**config.mk**
```make
export PLATFORM = sky130hd
export DESIGN_NAME = ffra_mem
export DESIGN_NICKNAME = d
export VERILOG_FILES = /design/src/hdl/ffra_pkg.sv /design/src/hdl/ffra_mem.sv
export SDC_FILE = /design/constraint.sdc
export NUM_CORES = 2
export LEC_CHECK = 0
export BUFFER_PORTS_ARGS = -buffer_cell sky130_fd_sc_hd__clkbuf_2
export CAP_MARGIN = 20
export CORE_ASPECT_RATIO = 0.9
export CORE_MARGIN = 3
export CORE_UTILIZATION = 53
export CTS_BUF_LIST = sky130_fd_sc_hd__clkbuf_16
export CTS_CLUSTER_DIAMETER = 80
export DETAILED_ROUTE_END_ITERATION = 6
export PLACE_DENSITY = 0.71
export SETUP_SLACK_MARGIN = 0.05
export SLEW_MARGIN = 10
export SYNTH_ARGS = -nofsm -noshare
export SYNTH_HDL_FRONTEND = slang
export SYNTH_MEMORY_MAX_BITS = 65536
export SYNTH_SLANG_ARGS = --single-unit
```
**constraint.sdc**
```tcl
create_clock -name clock -period 3.1 [get_ports clock]
set_clock_uncertainty 0.05 [all_clocks]
set_input_delay 0.155 -clock clock [delete_from_list [all_inputs] [get_ports clock]]
set_output_delay 0.155 -clock clock [all_outputs]
set_load 0.02 [all_outputs]
```
**src/hdl/ffra_pkg.sv**
```systemverilog
// shared codes and types of the first-fit region allocator
package ffra_pkg;

   localparam logic [1:0] KIND_ALLOC  = 2'd0;
   localparam logic [1:0] KIND_FREE   = 2'd1;
   localparam logic [1:0] KIND_REINIT = 2'd2;
   localparam logic [1:0] KIND_NONE   = 2'd3;

   localparam logic [2:0] ST_OK        = 3'd0;
   localparam logic [2:0] ST_NO_FIT    = 3'd1;
   localparam logic [2:0] ST_NO_DESC   = 3'd2;
   localparam logic [2:0] ST_NOT_FOUND = 3'd3;
   localparam logic [2:0] ST_ZERO_ARG  = 3'd4;

   localparam logic CSR_BASE   = 1'b0;
   localparam logic CSR_LENGTH = 1'b1;

   localparam logic [31:0] RESET_BASE   = 32'h0010_0000;
   localparam logic [31:0] RESET_LENGTH = 32'h0010_0000;

   typedef struct packed {
      logic wr_start;
      logic wr_stop;
      logic wr_link;
   } mem_wen_type;

endpackage

```
**src/hdl/ffra_mem.sv**
```systemverilog
// descriptor memory: start, end and link fields, one write and one read port
module ffra_mem #(
   parameter int MAX_RANGES = 64,
   parameter int ADDR_BITS  = 32,
   localparam int AW = $clog2(MAX_RANGES),
   localparam int IW = $clog2(MAX_RANGES + 1)
) (
   input  logic                 clock,
   input  ffra_pkg::mem_wen_type wen,
   input  logic [AW-1:0]        waddr,
   input  logic [ADDR_BITS-1:0] wstart,
   input  logic [ADDR_BITS-1:0] wstop,
   input  logic [IW-1:0]        wlink,
   input  logic [AW-1:0]        raddr,
   output logic [ADDR_BITS-1:0] rd_start,
   output logic [ADDR_BITS-1:0] rd_stop,
   output logic [IW-1:0]        rd_link
);
   logic [ADDR_BITS-1:0] start_mem [MAX_RANGES];
   logic [ADDR_BITS-1:0] stop_mem  [MAX_RANGES];
   logic [IW-1:0]        link_mem  [MAX_RANGES];
   logic [ADDR_BITS-1:0] rd_start_ff;
   logic [ADDR_BITS-1:0] rd_stop_ff;
   logic [IW-1:0]        rd_link_ff;

   always_ff @(posedge clock) begin
      if (wen.wr_start) begin
         start_mem[waddr] <= wstart;
      end
      if (wen.wr_stop) begin
         stop_mem[waddr] <= wstop;
      end
      if (wen.wr_link) begin
         link_mem[waddr] <= wlink;
      end
   end

   always_ff @(posedge clock) begin
      rd_start_ff <= start_mem[raddr];
      rd_stop_ff  <= stop_mem[raddr];
      rd_link_ff  <= link_mem[raddr];
   end

   assign rd_start = rd_start_ff;
   assign rd_stop  = rd_stop_ff;
   assign rd_link  = rd_link_ff;
endmodule

```
After elaboration in Yosys (flattened, before gate mapping)
Memories as Yosys holds them, arrays and structs flattened. A register that Yosys moved wholly into a read port is not among the register bits.
Cells that the tools add are included.
{ "word_totals": {"register_bits": 0, "ram_bits": 4544, "in_bits": 87, "output_inout_bits": 71, "word_cells": 9, "n_memories": 3} }
{ "memory_table": {"columns": ["memory", "depth", "word_bits", "rd", "rd_ports_with_merged_regs", "write_ports", "line", "source"], "rows": [
  ["start_mem", 64, 32, 1, 1, 1, "ffra_mem.sv:19", "logic [ADDR_BITS-1:0] start_mem [MAX_RANGES];"],
  ["stop_mem", 64, 32, 1, 1, 1, "ffra_mem.sv:20", "logic [ADDR_BITS-1:0] stop_mem [MAX_RANGES];"],
  ["link_mem", 64, 7, 1, 1, 1, "ffra_mem.sv:21", "logic [IW-1:0] link_mem [MAX_RANGES];"]
]} }
{ "op_classes": {"muxes": 6} }
{ "ops": {"columns": ["cell", "n"], "rows": [
  ["1-bit two-way mux", 6]
]} }

Longest topological paths before layout
{ "depth": {"ltp_word": 2, "mapped_depth": 9} }

Worst setup path after synthesis
OpenSTA, ideal clock, no wires.
{ "synth_timing": {"path_type": "in2reg", "from": "input waddr[3]", "to": "memory stop_mem[8][0], enable pin", "setup_time_ps": 421, "arrival_ps": 2545, "required_ps": 2629, "path_slack_ps": 83, "cell_stages": 5, "n_path_buf": 3, "path_cell_list": "clkbuf_1 -> or3b_2 -> clkbuf_1 -> clkbuf_1 -> nor2_1"} }
{ "synth_rtl": {"columns": ["item", "line", "source"], "rows": [
  ["start, declared", "ffra_mem.sv:10", "input logic [AW-1:0] waddr,"],
  ["end, declared", "ffra_mem.sv:20", null]
]} }
Straight into the memory's write port.

Final worst setup path
{ "layout_timing": {"from": "input waddr[3]", "to": "memory start_mem[0][1], enable pin"} }
{ "layout_rtl": {"columns": ["item", "line"], "rows": [
  ["end, declared", "ffra_mem.sv:19"]
]} }
Straight into the memory's write port.

==> results.json <==
{
  "clk_pin_slew_ns": 0.06,
  "yosys-top-cells-area": "edfxtp_1 79%, mux4_2 15%, a22oi_1 1.2%",
  "cp-end-kind": "flip-flop",
  "start_util_pct": 53.5,
  "ys_ff_latch": 4615,
  "violations": "design-rule violations",
  "avgSynthCellArea_um2": 23.5,
  "maxSlewHeadroom_pct": 24.0,
  "coreArea_um2": 325000,
  "vias": 86600,
  "outcome": "finished with violations",
  "cts-buffers-inserted": 440,
  "synth.cell_area_um2": 174000,
  "antenna_found_initial": 42,
  "drtPass1Iterations": 7,
  "fin_area_um2": 201000,
  "post-route-util_pct": 61.7,
  "synth_top_area_cell": "edfxtp_1",
  "grt_first_pass_wirelength_um": 650000,
  "fin_nets": 8265,
  "dieArea_um2": 335000,
  "power.density_nw_per_um2": 642,
  "grt_max_degree": 95,
  "ant_nets": 0,
  "route.met3.wl_um": 64600,
  "top_layer": "met5",
  "setup_violations": 0,
  "hold_viol": 0,
  "gr-total-overflow": 0,
  "yosysWarnings": 0,
  "route.met2.wl_um": 209000,
  "clockBufferDepth": 4,
  "area_growth_pct": 15.4,
  "finalCritPeriodShare_pct": 94.2,
  "vdd_drop_max_mv": 0.517,
  "synth_seq_area_share_pct": 79.4,
  "synth-async-reset-ratio_pct": 0,
  "yosys.cell_count.top_type": "edfxtp_1",
  "syn_nets": 7472,
  "dieHeight_um": 549,
  "h-tree-depth": 5,
  "drive_above_1_share_pct": 30.4,
  "hpwlAfterDp_um": 266000,
  "cts_setup_buffers": 0,
  "cts.sinks": 4615,
  "wl_met1_um": 171000,
  "cap_violations": 0,
  "vias_per_cell": 6.72,
  "row_count": 198,
  "grt_setup_unrepaired": "no",
  "synth_top_flop_cell": "edfxtp_1",
  "finalMaxSlewViolations": 0,
  "portBuffers": 157,
  "placed_cell_area_um2": 185000,
  "critPathKind": "in -> reg",
  "wl_um": 460000,
  "clock-root-buffer": "clkbuf_16",
  "clock_latency_ns": 0.98,
  "drt-initial-drc-count": 13700,
  "power.leakage_uw": 0.0633,
  "setup_tns_ns": 0,
  "die_w_um": 609,
  "synth_common_cells": "4,544 x edfxtp_1, 1,136 x mux4_2, 284 x a22oi_1",
  "fillers": 21000,
  "critPathMaxFanout": 10,
  "cts_tree": "done",
  "crit_required_ns": 3.65,
  "max_freq_ghz": 0.343,
  "grt_pass1_vias": 85900,
  "wl_per_cell_um": 35.7,
  "hp-class": "in -> reg",
  "synth_edf_count": 4544,
  "fin_ws_ns": 0.180,
  "io_pins": 158,
  "route.detailed.drc": 2,
  "critPathLaunchType": "primary input",
  "worst_pin_slew_ns": 1.14,
  "grt_usage_pct": 27.4,
  "synthCells": 7385,
  "dp_slack_ns": 0.143,
  "ys_types": 34,
  "synth_top_area_share_pct": 78.5,
  "period_minus_slack_ns": 2.92,
  "gp_congestion": 0.826,
  "crit_arrival_ns": 3.47
}
## stage by stage
stage	std cells	power, µW	hold WS (ns)
2_1_floorplan	7385	73900	0.204
3_3_place_gp	11900	77300	0.390
3_5_place_dp	11900	77400	0.403
4_1_cts	12800	129000	0.00706
5_1_grt	12900	132000	0.0250
6_report	12900	129000	0.0296
## logic make-up (layout without fill, tap and decap cells)
family | Yosys count | count (layout) | synth area share [%]
flip-flops | 4615 | 4615 | 79.4
buffers and inverters | 437 | 1607 | 1.32
other | 0 | 25 | 0
AND/OR/NAND/NOR | 458 | 458 | 1.21
multiplexers | 1239 | 1239 | 15.3
AO/OA/AOI/OAI | 636 | 636 | 2.78
## path summary, 6_finish.rpt
kind                                     from                   endpoint  slack, ns  cells after the start
setup reg to reg  start_mem[43][20]$_DFFE_PP_       rd_start[20]$_DFF_P_       0.79                      4
setup / recovery                     waddr[3]  start_mem[0][1]$_DFFE_PP_       0.18                      6
hold reg to reg     stop_mem[31][6]$_DFFE_PP_         rd_stop[6]$_DFF_P_       0.78                      4
hold / removal                       wlink[3]  link_mem[11][3]$_DFFE_PP_       0.03                      1
## cell usage in the layout, fill, tap and decap left out, types with 76 or more instances in the layout
cell type      instances
edfxtp_1            4544
buf_4                340
clkbuf_16            447
clkinv_2              77
mux4_2              1136
buf_12               213
mux2i_1              103
clkbuf_2             134
inv_1                111
nor2_4               129
o22ai_1              110
dlygate4sd3_1         76
nor2_1               110
clkinv_1             111
nand3_1              117
a22oi_1              284
## registers in the layout, indices dropped and copies added, names as in the netlist
name,flops
rd_start,32
start_mem,2048
link_mem,448
rd_stop,32
stop_mem,2048
rd_link,7
## cell type report
type                    instances  area [µm²]  share of cell area, %
well taps                    4300        5380                   2.68
repair buffers                787        8420                   4.20
clock inverters               372        3000                   1.50
inverters                       1        3.75                0.00187
flip-flops and latches       4615      138000                   68.8
diodes                         25        62.6                 0.0312
multi-input cells            2333       34600                   17.3
clock buffers                 447       11200                   5.58
## report_power, final
group | internal, µW | switching, µW | leakage (µW)
logic | 2580 | 4380 | 0.0145
clock network | 29600 | 22800 | 0.00736
registers | 69100 | 370 | 0.0415
## layer usage
layer	vias to the layer above	global-route usage, %
met2	6148	40.5
li1	33500	-
met5	-	0.284
met1	46100	39.2
met3	802	9.47
met4	16	8.18
## critical path: stages
cell and delay, ns:
dlygate4sd3_1 0.64, clkbuf_2 0.20, nor3_1 0.39, dlygate4sd3_1 0.66, and3_2 0.33, dlygate4sd3_1 1.08
## repair_timing
item / CTS / global route
resized for setup: 0 / 0
endpoints found under the hold margin: 985 / 2125
hold buffers: 41 / 35
No activity file was read; power rests on OpenSTA's default activity.
